==> src/rtl/scwp_pkg.sv <==
// Shared types, constants and the identity reply ROM for the serial command
// window parser. No dependencies.
`default_nettype none

package scwp_pkg;

   localparam int WINDOW_LENGTH = 7;
   localparam int KEPT_LENGTH   = WINDOW_LENGTH - 1;
   localparam int REPLY_LENGTH  = 32;
   localparam int REPLY_CNT_W   = $clog2(REPLY_LENGTH);
   localparam int VALUE_COUNT   = 5;
   localparam int VAL_IDX_W     = $clog2(VALUE_COUNT);
   localparam int QUEUE_DEPTH_DEFAULT = 4;

   localparam logic [7:0] NO_DATA  = 8'hFF;
   localparam logic [7:0] FIRST_ID = 8'h64;
   localparam logic [7:0] LAST_ID  = 8'h68;

   localparam logic [0:WINDOW_LENGTH-1][7:0] DEVICE_WORD = "/device";
   localparam logic [0:3][7:0]               REG_WORD    = "/reg";

   // One classified word handed from front to back.
   typedef struct packed {
      logic                            is_reply;
      logic [VALUE_COUNT-1:0][7:0]     values;
   } cmd_type;

   typedef struct packed {
      logic full;
      logic empty;
   } q_status_type;

   function automatic logic [7:0] reply_rom(input logic [REPLY_CNT_W-1:0] idx);
      logic [7:0] b;
      case (idx)
         5'd0:  b = 8'h01;
         5'd1:  b = 8'h1C;
         5'd2:  b = 8'h40;
         5'd3:  b = 8'h00;
         5'd4:  b = 8'h19;
         5'd5:  b = 8'h3C;
         5'd6:  b = 8'h44;
         5'd7:  b = 8'h45;
         5'd8:  b = 8'h56;
         5'd9:  b = 8'h49;
         5'd10: b = 8'h43;
         5'd11: b = 8'h45;
         5'd12: b = 8'h3E;
         5'd13: b = 8'h52;
         5'd14: b = 8'h4F;
         5'd15: b = 8'h42;
         5'd16: b = 8'h4F;
         5'd17: b = 8'h54;
         5'd18: b = 8'h3C;
         5'd19: b = 8'h2F;
         5'd20: b = 8'h44;
         5'd21: b = 8'h45;
         5'd22: b = 8'h56;
         5'd23: b = 8'h49;
         5'd24: b = 8'h43;
         5'd25: b = 8'h45;
         5'd26: b = 8'h3E;
         5'd27: b = 8'h0D;
         5'd28: b = 8'h0A;
         5'd29: b = 8'h0D;
         5'd30: b = 8'hC7;
         5'd31: b = 8'h1E;
         default: b = 8'h00;
      endcase
      return b;
   endfunction

endpackage

`default_nettype wire

==> src/rtl/scwp_front.sv <==
// Front end: byte window, pattern match and value registers.
// Depends on scwp_pkg.
`default_nettype none

module scwp_front (
   input  wire logic                   clock,
   input  wire logic                   reset,
   input  wire logic                   req_valid,
   output logic                        req_stall,
   input  wire logic [7:0]             req_rx_byte,
   input  wire scwp_pkg::q_status_type q_status,
   output logic                        push,
   output scwp_pkg::cmd_type           push_cmd
);

   logic [scwp_pkg::KEPT_LENGTH-1:0][7:0] win_ff, win_in;
   logic [scwp_pkg::VALUE_COUNT-1:0][7:0] vals_ff, vals_in;
   logic                                  accept, no_data, is_reg, is_device, id_ok;
   logic [7:0]                            id_off;

   assign req_stall = q_status.full;
   assign accept    = req_valid && !q_status.full;
   assign no_data   = (req_rx_byte == scwp_pkg::NO_DATA);

   always_comb begin
      is_reg = 1'b1;
      for (int i = 0; i < 4; i++) begin
         if (win_ff[1 + i] != scwp_pkg::REG_WORD[i]) is_reg = 1'b0;
      end
      is_device = (req_rx_byte == scwp_pkg::DEVICE_WORD[scwp_pkg::WINDOW_LENGTH-1]);
      for (int i = 0; i < scwp_pkg::KEPT_LENGTH; i++) begin
         if (win_ff[i] != scwp_pkg::DEVICE_WORD[i]) is_device = 1'b0;
      end
   end

   assign id_ok  = (win_ff[5] >= scwp_pkg::FIRST_ID) && (win_ff[5] <= scwp_pkg::LAST_ID);
   assign id_off = win_ff[5] - scwp_pkg::FIRST_ID;

   always_comb begin
      vals_in = vals_ff;
      win_in  = win_ff;
      if (!no_data) begin
         if (is_reg && id_ok) vals_in[id_off[scwp_pkg::VAL_IDX_W-1:0]] = req_rx_byte;
         for (int i = 0; i < scwp_pkg::KEPT_LENGTH - 1; i++) begin
            win_in[i] = win_ff[i + 1];
         end
         win_in[scwp_pkg::KEPT_LENGTH-1] = req_rx_byte;
      end
   end

   assign push              = accept;
   assign push_cmd.is_reply = !no_data && is_device;
   assign push_cmd.values   = vals_in;

   always_ff @(posedge clock) begin
      if (reset) begin
         win_ff  <= '0;
         vals_ff <= '0;
      end else if (accept) begin
         win_ff  <= win_in;
         vals_ff <= vals_in;
      end
   end

endmodule

`default_nettype wire

==> src/rtl/scwp_queue.sv <==
// Small command queue between front and back.
// Depends on scwp_pkg.
`default_nettype none

module scwp_queue #(
   parameter int QUEUE_DEPTH = scwp_pkg::QUEUE_DEPTH_DEFAULT
) (
   input  wire logic              clock,
   input  wire logic              reset,
   input  wire logic              push,
   input  wire scwp_pkg::cmd_type push_cmd,
   input  wire logic              pop,
   output scwp_pkg::cmd_type      head_cmd,
   output scwp_pkg::q_status_type q_status
);

   localparam int PTR_W = (QUEUE_DEPTH > 1) ? $clog2(QUEUE_DEPTH) : 1;
   localparam int CNT_W = $clog2(QUEUE_DEPTH + 1);

   scwp_pkg::cmd_type mem [QUEUE_DEPTH];
   logic [PTR_W-1:0]  wr_ptr_ff, wr_ptr_in, rd_ptr_ff, rd_ptr_in;
   logic [CNT_W-1:0]  count_ff, count_in;

   function automatic logic [PTR_W-1:0] ptr_next(input logic [PTR_W-1:0] p);
      return (p == PTR_W'(QUEUE_DEPTH - 1)) ? '0 : p + 1'b1;
   endfunction

   assign q_status.full  = (count_ff == CNT_W'(QUEUE_DEPTH));
   assign q_status.empty = (count_ff == '0);
   assign head_cmd       = mem[rd_ptr_ff];

   always_comb begin
      wr_ptr_in = push ? ptr_next(wr_ptr_ff) : wr_ptr_ff;
      rd_ptr_in = pop  ? ptr_next(rd_ptr_ff) : rd_ptr_ff;
      count_in  = count_ff;
      if (push && !pop) count_in = count_ff + 1'b1;
      else if (!push && pop) count_in = count_ff - 1'b1;
   end

   always_ff @(posedge clock) begin
      if (push) mem[wr_ptr_ff] <= push_cmd;
   end

   always_ff @(posedge clock) begin
      if (reset) begin
         wr_ptr_ff <= '0;
         rd_ptr_ff <= '0;
         count_ff  <= '0;
      end else begin
         wr_ptr_ff <= wr_ptr_in;
         rd_ptr_ff <= rd_ptr_in;
         count_ff  <= count_in;
      end
   end

   a_no_overflow: assert property (@(posedge clock) disable iff (reset)
      q_status.full |-> !push || pop)
      else $error("queue overflow");
   a_no_underflow: assert property (@(posedge clock) disable iff (reset)
      pop |-> !q_status.empty)
      else $error("queue underflow");

endmodule

`default_nettype wire

==> src/rtl/scwp_back.sv <==
// Back end: turns queued commands into status words or the 32-word reply run.
// Depends on scwp_pkg.
`default_nettype none

module scwp_back (
   input  wire logic                   clock,
   input  wire logic                   reset,
   input  wire scwp_pkg::cmd_type      head_cmd,
   input  wire scwp_pkg::q_status_type q_status,
   output logic                        pop,
   output logic                        rsp_valid,
   input  wire logic                   rsp_stall,
   output logic                        rsp_reply_valid,
   output logic [7:0]                  rsp_reply_byte,
   output logic                        rsp_run_last,
   output logic [scwp_pkg::VALUE_COUNT-1:0][7:0] rsp_values
);

   localparam logic [scwp_pkg::REPLY_CNT_W-1:0] CNT_LAST =
      scwp_pkg::REPLY_CNT_W'(scwp_pkg::REPLY_LENGTH - 1);

   logic                                  valid_ff;
   logic                                  reply_valid_ff, run_last_ff;
   logic [7:0]                            reply_byte_ff;
   logic [scwp_pkg::VALUE_COUNT-1:0][7:0] values_ff;
   logic [scwp_pkg::REPLY_CNT_W-1:0]      cnt_ff, cnt_in;
   logic                                  out_free, load, last_word;

   assign out_free  = !valid_ff || !rsp_stall;
   assign load      = out_free && !q_status.empty;
   assign last_word = !head_cmd.is_reply || (cnt_ff == CNT_LAST);
   assign pop       = load && last_word;

   always_comb begin
      cnt_in = cnt_ff;
      if (load && head_cmd.is_reply) cnt_in = last_word ? '0 : cnt_ff + 1'b1;
   end

   always_ff @(posedge clock) begin
      if (reset) begin
         valid_ff <= 1'b0;
         cnt_ff   <= '0;
      end else begin
         cnt_ff <= cnt_in;
         if (out_free) valid_ff <= !q_status.empty;
      end
   end

   always_ff @(posedge clock) begin
      if (load) begin
         reply_valid_ff <= head_cmd.is_reply;
         reply_byte_ff  <= head_cmd.is_reply ? scwp_pkg::reply_rom(cnt_ff) : 8'h00;
         run_last_ff    <= last_word;
         values_ff      <= head_cmd.values;
      end
   end

   assign rsp_valid       = valid_ff;
   assign rsp_reply_valid = reply_valid_ff;
   assign rsp_reply_byte  = reply_byte_ff;
   assign rsp_run_last    = run_last_ff;
   assign rsp_values      = values_ff;

   a_run_needs_head: assert property (@(posedge clock) disable iff (reset)
      (cnt_ff != '0) |-> !q_status.empty)
      else $error("reply run without queued command");
   a_status_shape: assert property (@(posedge clock) disable iff (reset)
      (valid_ff && !reply_valid_ff) |-> (run_last_ff && reply_byte_ff == 8'h00))
      else $error("bad status word");

endmodule

`default_nettype wire

==> src/rtl/serial_command_window_parser.sv <==
// Top level of the serial command window parser: front, queue and back.
// Depends on scwp_pkg, scwp_front, scwp_queue, scwp_back.
//
//   channel   dir   handshake             payload
//   req       in    req_valid/req_stall   req_rx_byte
//   rsp       out   rsp_valid/rsp_stall   reply_valid, reply_byte, run_last, value_id_100..104
//
// Flow: the front takes one byte per cycle while req_stall is low; each byte is matched
// and queued in the cycle it is accepted. A plain byte gives one status word through the
// queue and output register; a completed "/device" gives 32 words, one per cycle while
// rsp_stall is low, read from the reply ROM by the back end's word counter.
// Stalls: req_stall rises only while the QUEUE_DEPTH-entry queue is full,
// which a reply run can cause. rsp_stall holds the output register.
// Reset clears the window, the value registers, the queue and the output.
`default_nettype none

module serial_command_window_parser #(
   parameter int QUEUE_DEPTH = scwp_pkg::QUEUE_DEPTH_DEFAULT
) (
   input  wire logic       clock,
   input  wire logic       reset,
   input  wire logic       req_valid,
   output logic            req_stall,
   input  wire logic [7:0] req_rx_byte,
   output logic            rsp_valid,
   input  wire logic       rsp_stall,
   output logic            rsp_reply_valid,
   output logic [7:0]      rsp_reply_byte,
   output logic            rsp_run_last,
   output logic [7:0]      rsp_value_id_100,
   output logic [7:0]      rsp_value_id_101,
   output logic [7:0]      rsp_value_id_102,
   output logic [7:0]      rsp_value_id_103,
   output logic [7:0]      rsp_value_id_104
);

   scwp_pkg::q_status_type                q_status;
   scwp_pkg::cmd_type                     push_cmd, head_cmd;
   logic                                  push, pop;
   logic [scwp_pkg::VALUE_COUNT-1:0][7:0] values;

   // Front: window shift, "/reg" store and "/device" detect.
   scwp_front u_front (
      .clock       (clock),
      .reset       (reset),
      .req_valid   (req_valid),
      .req_stall   (req_stall),
      .req_rx_byte (req_rx_byte),
      .q_status    (q_status),
      .push        (push),
      .push_cmd    (push_cmd)
   );

   // Queue decouples matching from the long reply run.
   scwp_queue #(
      .QUEUE_DEPTH (QUEUE_DEPTH)
   ) u_queue (
      .clock    (clock),
      .reset    (reset),
      .push     (push),
      .push_cmd (push_cmd),
      .pop      (pop),
      .head_cmd (head_cmd),
      .q_status (q_status)
   );

   // Back: one status word or the ROM run per queued command.
   scwp_back u_back (
      .clock           (clock),
      .reset           (reset),
      .head_cmd        (head_cmd),
      .q_status        (q_status),
      .pop             (pop),
      .rsp_valid       (rsp_valid),
      .rsp_stall       (rsp_stall),
      .rsp_reply_valid (rsp_reply_valid),
      .rsp_reply_byte  (rsp_reply_byte),
      .rsp_run_last    (rsp_run_last),
      .rsp_values      (values)
   );

   assign rsp_value_id_100 = values[0];
   assign rsp_value_id_101 = values[1];
   assign rsp_value_id_102 = values[2];
   assign rsp_value_id_103 = values[3];
   assign rsp_value_id_104 = values[4];

endmodule

`default_nettype wire

==> config.mk <==
export PLATFORM = sky130hd
export DESIGN_NAME = serial_command_window_parser
export DESIGN_NICKNAME = d
export VERILOG_FILES = /design/src/rtl/scwp_pkg.sv /design/src/rtl/scwp_front.sv /design/src/rtl/scwp_queue.sv /design/src/rtl/scwp_back.sv /design/src/rtl/serial_command_window_parser.sv
export SDC_FILE = /design/constraint.sdc
export NUM_CORES = 1
export LEC_CHECK = 0
export BUFFER_PORTS_ARGS = -buffer_cell sky130_fd_sc_hd__buf_4
export CAP_MARGIN = 20
export CORE_MARGIN = 4
export CORE_UTILIZATION = 50
export CTS_CLUSTER_DIAMETER = 50
export CTS_CLUSTER_SIZE = 12
export DETAILED_ROUTE_END_ITERATION = 8
export PLACE_DENSITY_LB_ADDON = 0.12
export SLEW_MARGIN = 20
export SYNTH_ARGS = -nofsm -noshare
export SYNTH_HDL_FRONTEND = slang
export SYNTH_HIERARCHICAL = 1
export SYNTH_SLANG_ARGS = --single-unit
==> constraint.sdc <==
create_clock -name clock -period 3.02 [get_ports clock]
set_input_delay 0.604 -clock clock [delete_from_list [all_inputs] [get_ports clock]]
set_output_delay 0.604 -clock clock [all_outputs]
set_load 0.005 [all_outputs]
==> results of run 1 <==
[area by class of cell]
cell class,instances,area share
sequential,317,0.5802
multi-input combinational,479,0.2729
clock buffer,54,0.06541
timing repair buffer,81,0.04669
tap,330,0.02822
inverter,13,0.003335
clock inverter,6,0.003249
[power groups by stage]
| stage | Sequential, mW | Clock [mW] | Combinational [mW] |
|---|---|---|---|
| finish | 5.70 | 3.78 | 2.51 |
| global route | 5.77 | 4.06 | 2.73 |
| CTS | 5.72 | 3.87 | 2.58 |
| global placement | 5.76 | 0 | 2.51 |
| detailed placement | 5.81 | 0 | 2.57 |
| floorplan | 5.82 | 0 | 1.47 |
[routing by layer]
metal / wire [µm] / share of wire / global-route usage / vias up
met5: 0 / 0 / 0 / -
met4: 783 / 0.029 / 0.06493 / 0
met3: 1235 / 0.045 / 0.03475 / 56
met2: 13600 / 0.50 / 0.3229 / 196
met1: 11630 / 0.43 / 0.2599 / 3662
li1: - / - / - / 3331
[cell usage after synthesis (all sizes together) (3+ instances only)]
| master | count |
|---|---|
| nand4b | 7 |
| nor4b | 3 |
| nor2 | 23 |
| mux2 | 41 |
| and2 | 5 |
| nor3b | 3 |
| dfxtp | 103 |
| nor4 | 5 |
| inv | 13 |
| mux2i | 50 |
| nor3 | 6 |
| mux4 | 42 |
| nand2b | 51 |
| nand4 | 6 |
| edfxtp | 214 |
| ha | 14 |
| buf | 21 |
| nand3 | 10 |
| clkbuf | 23 |
| a21oi | 54 |
| nand2 | 106 |
| o311a | 3 |
| nor2b | 4 |
| o21ai | 9 |
| nand3b | 4 |
| a211oi | 4 |
[registers in the layout (all words and copies together) (netlist names), named ones only]
name / flops
u_back/cnt_ff: 5
u_back/rsp_reply_byte: 8
u_back/rsp_reply_valid: 1
u_back/rsp_run_last: 1
u_back/rsp_valid: 1
u_back/rsp_values: 40
u_front/vals_ff: 40
u_front/win_ff: 48
u_queue/count_ff: 3
u_queue/mem: 164
u_queue/rd_ptr_ff: 2
u_queue/wr_ptr_ff: 2
[worst min-delay path, cell delays in order]
cell and delay (ns):
buf_4 0.11, nand2_1 0.05, a21oi_1 0.05
[cells by family after synthesis]
logic type | share of synthesized area
muxes | 0.1494
adders and majority gates | 0.01525
and+or+nand+nor | 0.1067
xor gates and xnor gates | 0.001369
buffers and inverters | 0.02541
DFF | 0.6631
AOI/OAI and AO/OA | 0.03880
[path summary, 6_finish.rpt]
path                                   from                               end  slack [ns]  cells past startpoint
max           u_back/cnt_ff[0]$_SDFFE_PP0P_  u_queue/count_ff[2]$_SDFFE_PP0P_        0.25                     12
min                               rsp_stall     u_back/rsp_valid$_SDFFE_PP0N_        0.37                      3
max reg2reg   u_back/cnt_ff[0]$_SDFFE_PP0P_  u_queue/count_ff[2]$_SDFFE_PP0P_        0.25                     12
min reg2reg  u_front/win_ff[7]$_SDFFE_PP0P_    u_front/win_ff[7]$_SDFFE_PP0P_        0.46                      2
[metrics by stage]
stage	worst slack, ns	total power, mW	util
3_5_place_dp	0.3187	8.375	0.5412
2_1_floorplan	0.3096	7.288	-
4_1_cts	0.2591	12.17	0.5811
5_1_grt	0.05806	12.56	0.5811
6_report	0.2542	11.99	0.5811
3_3_place_gp	0.4156	8.278	0.5412
[layout by cell type (no fill, tap or decap), types with 3 or more instances in the layout]
master / n
edfxtp_1: 214
nand2_1: 106
dfxtp_1: 101
buf_4: 75
a21oi_1: 54
nand2b_1: 51
mux2i_1: 50
mux4_2: 41
clkbuf_16: 35
mux2_2: 32
clkbuf_1: 18
nor2_1: 14
ha_1: 14
inv_1: 11
nand3_1: 10
o21ai_0: 9
mux2_1: 9
nor2_4: 8
nand4b_1: 7
buf_12: 6
nor3_1: 6
nor2b_1: 4
a211oi_1: 4
nand4_1: 4
nand3b_1: 4
and2_2: 4
o311a_1: 3
nor3b_1: 3
nor4b_1: 3
nor4_1: 3
==> flow_metrics.env, run 1 <==
export IMPL_via_count_of_the_first_global_routing_pass=7726
export IMPL_core_area_mm2=0.02518
export IMPL_ys_ff_latch=317
export IMPL_finalWirelength_um=27250
export IMPL_cts_tree="done"
export IMPL_multi_input_gate_area_in_the_final_layout_mm2=0.003993
export IMPL_clock_insertion_delay_worst_skew_ns=0.50
export IMPL_max_freq_ghz=0.3616
export IMPL_fin_tns_setup_ns=0
export IMPL_sequentialPowerShare=0.476
export IMPL_switchingPower_mw=3.140
export IMPL_post_route_cell_area_mm2=0.01463
export IMPL_yosys_area_top_type_share=0.5020
export IMPL_max_cap_viol_count=0
export IMPL_post_cts_setup_buffer_count=0
export IMPL_crit_slowest_cell="fa_1"
export IMPL_yosys_top_cells_area="edfxtp_1 50%, dfxtp_1 16%, mux4_2 7.2%"
export IMPL_timing_max_transition_violations_final=0
export IMPL_worstPathArrival_ns=3.18
export IMPL_cts_repair_resize_count=0
export IMPL_crit_buf_inv=2
export IMPL_timing_hold_worst_class="input pin to register"
export IMPL_finish_cell_count_without_fillers=1280
export IMPL_power_ir_vdd_worst_uv=450.9
export IMPL_cts_sinks=317
export IMPL_worst_slew_pin_slew_ns=0.8782
export IMPL_finalSetupViolCount=0
export IMPL_grt_first_pass_wirelength_um=42870
export IMPL_setup_worst_path_class="register to register"
export IMPL_top_level_ports=64
export IMPL_drtAntennaViolNets=0
export IMPL_gr_usage_all_layers=0.1939
export IMPL_synth_sequential_area_ratio=0.6631
export IMPL_grt_ovfl_total=0
export IMPL_detailroute_via_count=7245
export IMPL_worstSetupStartpointType="register"
export IMPL_hold_worst_slack_ns=0.3729
export IMPL_intPower_mw=8.855
export IMPL_clockPowerShare=0.315
export IMPL_power_leakage_nw=4.922
export IMPL_dp_hpwl_um=16420
export IMPL_report_final_hold_viol_count=0
export IMPL_globalplace_congestion=0.8282
export IMPL_rsz_0062_raised_after_global_routing="false"
export IMPL_num_antenna_cells=0
export IMPL_power_switching_share=0.2618
export IMPL_nNetsFinal=953
export IMPL_number_of_flops_mapped_to_enable_cells_by_yosys=214
export IMPL_cp_max_fo=4
export IMPL_mean_cell_area_of_the_mapped_netlist_um2=15.01
export IMPL_n_fill_cell=1950
export IMPL_critical_path_top_cell_by_count="ha_1"
export IMPL_die_area_mm2=0.02823
export IMPL_drive_above_1_share=0.2295
export IMPL_die_width_um=168.0
export IMPL_critical_path_endpoint_type="register"
export IMPL_antenna_found_initial=0
export IMPL_p_comb_frac=0.209
export IMPL_post_place_cells=1220
export IMPL_clock_tree_root_cell="clkbuf_16"
export IMPL_avgViaCountPerCell=5.660
export IMPL_postSynth_topFlopCell="edfxtp_1"
export IMPL_netlist_cell_type_count=60
export IMPL_area_growth_synth_to_final_pct=14.31
export IMPL_fp_row_count=58
export IMPL_floorplan_initialDensity=0.5083
export IMPL_buffer_ports_inserted=63
export IMPL_slew_headroom=0.4145
export IMPL_worst_endpoint_required_ns=3.44
export IMPL_synth_warnings=6
export IMPL_synth_cells=853
export IMPL_htree_num_levels=2
export IMPL_cpPeakStageDelay_ns=0.43
export IMPL_outcome="finished clean"
export IMPL_netlist_top_cell_by_area="edfxtp_1"
export IMPL_drt_wirelength_per_cell_um=21.29
export IMPL_post_route_drc_count=0
export IMPL_clock_skew_ns=0.02026
export IMPL_seqCellArea_mm2=0.008491
export IMPL_areal_power_density_over_the_cells_mw_per_mm2=819.7
export IMPL_clock_transition_at_the_registers_of_the_reported_paths_ns=0.06
export IMPL_syn_area_mm2=0.01280
export IMPL_cts_inserted_buffers=34
export IMPL_mapped_nets=880
export IMPL_critical_path_top_delay_family="adder cells"
export IMPL_drt_pass1_iter_count=5
export IMPL_drt_initial_drc_count=502
export IMPL_hold_buffers=0
export IMPL_die_y_extent_um=168.0
export IMPL_min_period_over_period=0.9158
export IMPL_synth_async_reset_ratio=0
export IMPL_cp_cell_sequence="ha_1 > and3_1 > ha_1 > nor2b_1 > nor2_1 > inv_1 > ha_1 > inv_1 > fa_1 > xor2_1 > or3_1 > a21oi_1"
export IMPL_finalCriticalPeriod_ns=2.766
export IMPL_placed_area_mm2=0.01363
export IMPL_grt_start_max_net_pins=67
export IMPL_clockBufferDepth=3
Note: power is estimated with default switching activity, not from simulation.
==> run 2: changes to the inputs <==
GPL_TIMING_DRIVEN = 0   (was default)
SLEW_MARGIN = default   (was 20)
==> run 2 against run 1 <==
Compared with the run above: final cell count rose by 2.3%; die area stayed put; combinational power rose by 2%; register-to-register slack got worse by 0.05 ns; total power grew 1.3%; wire length down 5.9%; via count fell by 0.95%; design area grew 1.4%; non-clock buffer count grew 30; setup slack lost 0.051 ns; global-route usage is 1.1 points lower; largest power group unchanged.
==> flow_metrics.env, run 2 (synthesis results as in run 1) <==
export IMPL_outcome="finished clean"
export IMPL_rr_worst_depth=12
export IMPL_floorplan_initialDensity=0.5083
export IMPL_core_area_mm2=0.02518
export IMPL_worst_endpoint_required_ns=3.45
export IMPL_min_period_over_period=0.9327
export IMPL_wl_met1_um=11470
export IMPL_met3_length_um=1210
export IMPL_finalCriticalPeriod_ns=2.817
export IMPL_hold_buffers=0
export IMPL_post_cts_setup_buffer_count=0
export IMPL_drt_initial_drc_count=450
export IMPL_top_level_ports=64
export IMPL_report_final_hold_viol_count=0
export IMPL_finalWirelength_um=25640
export IMPL_fp_row_count=58
export IMPL_preCtsSetupSlack_ns=-0.3260
export IMPL_die_y_extent_um=168.0
export IMPL_areal_power_density_over_the_cells_mw_per_mm2=818.9
export IMPL_max_freq_ghz=0.3550
export IMPL_hold_worst_slack_ns=0.3733
export IMPL_final_common_cell="edfxtp_1"
export IMPL_worstSetupStartpointType="register"
export IMPL_clockBufferDepth=3
export IMPL_nNetsFinal=984
export IMPL_htree_num_levels=2
export IMPL_cts_tree="done"
export IMPL_clock_tree_root_cell="clkbuf_16"
export IMPL_antenna_found_initial=0
export IMPL_finalSetupViolCount=0
export IMPL_timing_max_transition_violations_final=0
export IMPL_max_cap_viol_count=0
export IMPL_drt_pass1_iter_count=5
export IMPL_via_count_of_the_first_global_routing_pass=7276
export IMPL_top_layer="met4"
export IMPL_drive_above_1_share=0.2316
export IMPL_avgViaCountPerCell=5.478
export IMPL_die_area_mm2=0.02823
export IMPL_area_growth_synth_to_final_pct=15.92
export IMPL_routed_wl_met2_um=12590
export IMPL_slew_headroom=0.4393
export IMPL_timing_hold_worst_class="input pin to register"
export IMPL_largest_registers="u_queue/mem: 164 flops, u_front/win_ff: 48 flops"
export IMPL_rsz_0062_raised_after_global_routing="false"
export IMPL_layout_setup_ws_ns=0.2033
export IMPL_worst_slew_pin_slew_ns=0.8334
export IMPL_clock_skew_ns=0.01032
export IMPL_num_antenna_cells=0
export IMPL_cp_max_fo=12
export IMPL_clock_insertion_delay_worst_skew_ns=0.50
export IMPL_grt_first_pass_wirelength_um=41060
export IMPL_fin_tns_setup_ns=0
export IMPL_cts_repair_resize_count=2
export IMPL_drt_wirelength_per_cell_um=19.57
export IMPL_critical_path_endpoint_type="register"
export IMPL_dp_hpwl_um=16700
export IMPL_setup_worst_path_class="register to register"
export IMPL_gr_usage_all_layers=0.1832
export IMPL_grt_ovfl_total=0
export IMPL_cts_inserted_buffers=35
export IMPL_clock_transition_at_the_registers_of_the_reported_paths_ns=0.06
export IMPL_drtAntennaViolNets=0
export IMPL_final_util=0.5893
export IMPL_globalplace_congestion=0.8203
export IMPL_power_ir_vdd_worst_uv=482.9
export IMPL_detailroute_via_count=7176
export IMPL_cts_sinks=317
export IMPL_grt_start_max_net_pins=44
export IMPL_die_width_um=168.0
export IMPL_buffer_ports_inserted=63
export IMPL_most_common_layout_cells="214 x edfxtp_1, 106 x nand2_1, 101 x dfxtp_1, 67 x buf_4, 54 x a21oi_1"
export IMPL_largest_reg_flops=164
export IMPL_power_leakage_nw=5.027
export IMPL_post_route_drc_count=0
export IMPL_worstHoldPathCells=3
export IMPL_regMostFlops="u_queue/mem"
export IMPL_worstPathArrival_ns=3.25
[run 2: changes by cell type in the layout (fill, tap and decap cells not counted), sizes merged]
cell	delta
buf	+7
inv	+1
clkinvlp	-1
clkinv	+1
clkbuf	+21
bufinv	+1
[run 2: final cells by class]
class	count	area (µm²)
Inverter	13	48.80
Clock inverter	8	78.83
Timing Repair Buffer	68	573.1
Buffer	43	275.3
Sequential cell	317	8491
Tap cell	330	412.9
Clock buffer	52	959.7
Fill cell	1981	10340
Multi-Input combinational cell	479	4000
[run 2: worst paths after layout]
check                                                    start                               end  slack, ns
worst max-delay path             u_back/cnt_ff[0]$_SDFFE_PP0P_  u_queue/count_ff[2]$_SDFFE_PP0P_       0.20
worst min register to register  u_front/win_ff[7]$_SDFFE_PP0P_    u_front/win_ff[7]$_SDFFE_PP0P_       0.45
worst min-delay path                                 rsp_stall     u_back/rsp_valid$_SDFFE_PP0N_       0.37
worst max register to register   u_back/cnt_ff[0]$_SDFFE_PP0P_  u_queue/count_ff[2]$_SDFFE_PP0P_       0.20
[run 2: metal layers]
layer | up-vias | track usage
met5 | - | 0
met4 | 0 | 0.04305
met3 | 30 | 0.03076
met2 | 146 | 0.3026
met1 | 3607 | 0.2575
li1 | 3393 | -
[run 2: stage by stage]
stage	power (mW)	cells	instance area, µm²
6_report	12.15	1310	14840
5_1_grt	12.77	1310	14840
4_1_cts	12.32	1310	14830
3_5_place_dp	8.414	1251	13790
3_3_place_gp	8.329	1246	13690
2_1_floorplan	7.288	853	12800
[run 2: worst max-delay path, cell delays in order (launching register included)]
cell and delay (ns):
dfxtp_2 0.38, ha_1 0.27, and3_1 0.20, ha_1 0.24, nor2b_4 0.19, nor2_1 0.10
inv_1 0.10, ha_1 0.18, inv_1 0.07, fa_1 0.42, xor2_1 0.16, or3_1 0.30
a21oi_1 0.13
[run 2: power by group]
group | total, mW | switching, mW | internal (mW)
combinational | 2.56 | 1.27 | 1.29
sequential | 5.71 | 0.220 | 5.49
clock | 3.89 | 1.59 | 2.29
total | 12.2 | 3.08 | 9.07
==> run 3: changes to the inputs <==
CORE_UTILIZATION = 60   (was 50)
==> run 3 against run 2 <==
Compared with the run above: non-clock buffer count rose by 2; fmax increased by 0.38%; via count grew 3.3%; final cell count fell by 3.8%; critical endpoint unchanged; global-route usage is 4.0 points higher; register-to-register slack hardly changed; wire length is 1.4% higher; first-iteration DRC count increased by 26%; setup slack improved by 0.011 ns; core utilization grew 12 points; critical path depth unchanged.
==> flow_metrics.env, run 3 (synthesis results as in run 1) <==
export IMPL_outcome="finished clean"
export IMPL_wl_met1_um=11020
export IMPL_areal_power_density_over_the_cells_mw_per_mm2=825.0
export IMPL_fp_row_count=53
export IMPL_grt_first_pass_wirelength_um=41740
export IMPL_finalWirelength_um=26000
export IMPL_htree_num_levels=2
export IMPL_post_route_cell_area_mm2=0.01481
export IMPL_grt_ovfl_total=0
export IMPL_num_antenna_cells=0
export IMPL_regMostFlops="u_queue/mem"
export IMPL_cp_max_fo=10
export IMPL_detailroute_via_count=7416
export IMPL_min_period_over_period=0.9291
export IMPL_most_common_layout_cells="214 x edfxtp_1, 106 x nand2_1, 101 x dfxtp_1, 69 x buf_4, 54 x a21oi_1"
export IMPL_drive_above_1_share=0.2376
export IMPL_routed_wl_met2_um=12950
export IMPL_top_level_ports=64
export IMPL_die_area_mm2=0.02374
export IMPL_largest_reg_flops=164
export IMPL_via_count_of_the_first_global_routing_pass=7639
export IMPL_globalplace_congestion=0.8482
export IMPL_power_ir_vdd_worst_uv=531.3
export IMPL_timing_hold_worst_class="input pin to register"
export IMPL_top_layer="met4"
export IMPL_grt_start_max_net_pins=43
export IMPL_rsz_0062_raised_after_global_routing="false"
export IMPL_setup_worst_path_class="register to register"
export IMPL_worst_endpoint_required_ns=3.46
export IMPL_avgViaCountPerCell=5.886
export IMPL_worstHoldPathCells=3
export IMPL_cts_inserted_buffers=35
export IMPL_clock_tree_root_cell="clkbuf_16"
export IMPL_final_common_cell="edfxtp_1"
export IMPL_clock_transition_at_the_registers_of_the_reported_paths_ns=0.05
export IMPL_reg2reg_slack_ns=0.21
export IMPL_drt_initial_drc_count=566
export IMPL_worstPathArrival_ns=3.25
export IMPL_clockBufferDepth=3
export IMPL_core_area_mm2=0.02102
export IMPL_worst_r2r_endpoint="u_queue/count_ff[2]$_SDFFE_PP0P_"
export IMPL_met3_length_um=1572
export IMPL_drt_wirelength_per_cell_um=20.63
export IMPL_min_to="u_back/rsp_valid$_SDFFE_PP0N_"
export IMPL_antenna_found_initial=0
export IMPL_n_fill_cell=1367
export IMPL_drt_pass1_iter_count=7
export IMPL_p_total_mw=12.22
export IMPL_critical_path_endpoint_type="register"
export IMPL_worstSetupStartpointType="register"
export IMPL_cts_tree="done"
export IMPL_preCtsSetupSlack_ns=-0.2481
export IMPL_dp_hpwl_um=17140
export IMPL_max_cap_viol_count=0
export IMPL_report_final_hold_viol_count=0
export IMPL_finalCriticalPeriod_ns=2.806
export IMPL_timing_hold_worst_start="rsp_stall"
export IMPL_slew_headroom=0.4381
export IMPL_largest_registers="u_queue/mem: 164 flops, u_front/win_ff: 48 flops"
export IMPL_floorplan_initialDensity=0.6090
export IMPL_drtAntennaViolNets=0
export IMPL_finalSetupViolCount=0
export IMPL_post_route_drc_count=0
export IMPL_layout_setup_ws_ns=0.2141
export IMPL_die_width_um=154.1
export IMPL_timing_max_transition_violations_final=0
export IMPL_seqCellArea_mm2=0.008491
export IMPL_buffer_ports_inserted=63
export IMPL_area_growth_synth_to_final_pct=15.69
export IMPL_placed_area_mm2=0.01372
export IMPL_die_y_extent_um=154.1
export IMPL_rr_worst_depth=12
export IMPL_nNetsFinal=986
export IMPL_hold_buffers=0
export IMPL_gr_usage_all_layers=0.2229
export IMPL_cts_sinks=317
export IMPL_clock_insertion_delay_worst_skew_ns=0.52
export IMPL_power_leakage_nw=5.030
export IMPL_worst_slew_pin_slew_ns=0.8351
export IMPL_clock_skew_ns=0.02147
export IMPL_max_freq_ghz=0.3564
export IMPL_multi_input_gate_area_in_the_final_layout_mm2=0.004008
run 3: worst max-delay path, stage by stage (launching register included):
cell and delay, ns:
dfxtp_1 0.30, buf_6 0.16, buf_12 0.16, mux4_2 0.40, nor2b_4 0.21, nor2_1 0.10, inv_1 0.11, ha_2 0.20
inv_1 0.06, fa_1 0.42, xor2_1 0.16, or3_1 0.32, a21oi_1 0.14
run 3: where the power goes:
group	internal, mW	switching, mW	total [mW]
Clock	2.25	1.63	3.89
Combinational	1.31	1.29	2.60
Sequential	5.49	0.239	5.73
run 3: timing repair:
item / 4_1_cts / 5_1_grt
buffers inserted: 0 / 2
pin swaps: 0 / 0
hold endpoints to repair: 0 / 0
resized for setup: 3 / 5
setup endpoints to repair: 1 / 1
run 3: worst max path at each step:
stage	start	to	slack, ns	cells after the start
global route	register	u_queue/count_ff[2]$_SDFFE_PP0P_	0.01	12
finish	register	u_queue/count_ff[2]$_SDFFE_PP0P_	0.21	12
global placement	req_valid	u_queue/mem[3][14]$_DFFE_PP_	-0.52	3
CTS	u_back/cnt_ff[0]$_SDFFE_PP0P_	u_queue/count_ff[2]$_SDFFE_PP0P_	0.07	12
floorplan	u_back/cnt_ff[0]$_SDFFE_PP0P_	u_queue/count_ff[2]$_SDFFE_PP0P_	0.31	12
detailed placement	register	u_queue/count_ff[2]$_SDFFE_PP0P_	-0.25	12
run 3: final cells by class:
type                            count  area share
Buffer                             43     0.01859
Clock buffer                       53     0.06582
Clock inverter                     10    0.005407
Inverter                           13    0.003295
Multi-Input combinational cell    479      0.2706
Sequential cell                   317      0.5733
Tap cell                          275     0.02323
Timing Repair Buffer               70     0.03971
run 3: per-layer routing:
metal | track usage | vias to the layer above
met4 | 0.05509 | 0
met3 | 0.03800 | 39
met2 | 0.3731 | 238
met5 | 0 | -
li1 | - | 3413
met1 | 0.3086 | 3726
run 3: per-stage QoR:
step                      setup TNS [ns]  utilization  hold slack [ns]  cells
after floorplan                        0            -           0.4312    853
after global placement            -84.84       0.6478           0.4443   1191
after detailed placement         -0.2481       0.6528           0.4508   1196
after CTS                              0       0.7031           0.3546   1258
after global routing                   0       0.7045           0.3867   1260
final                                  0       0.7045           0.3720   1260
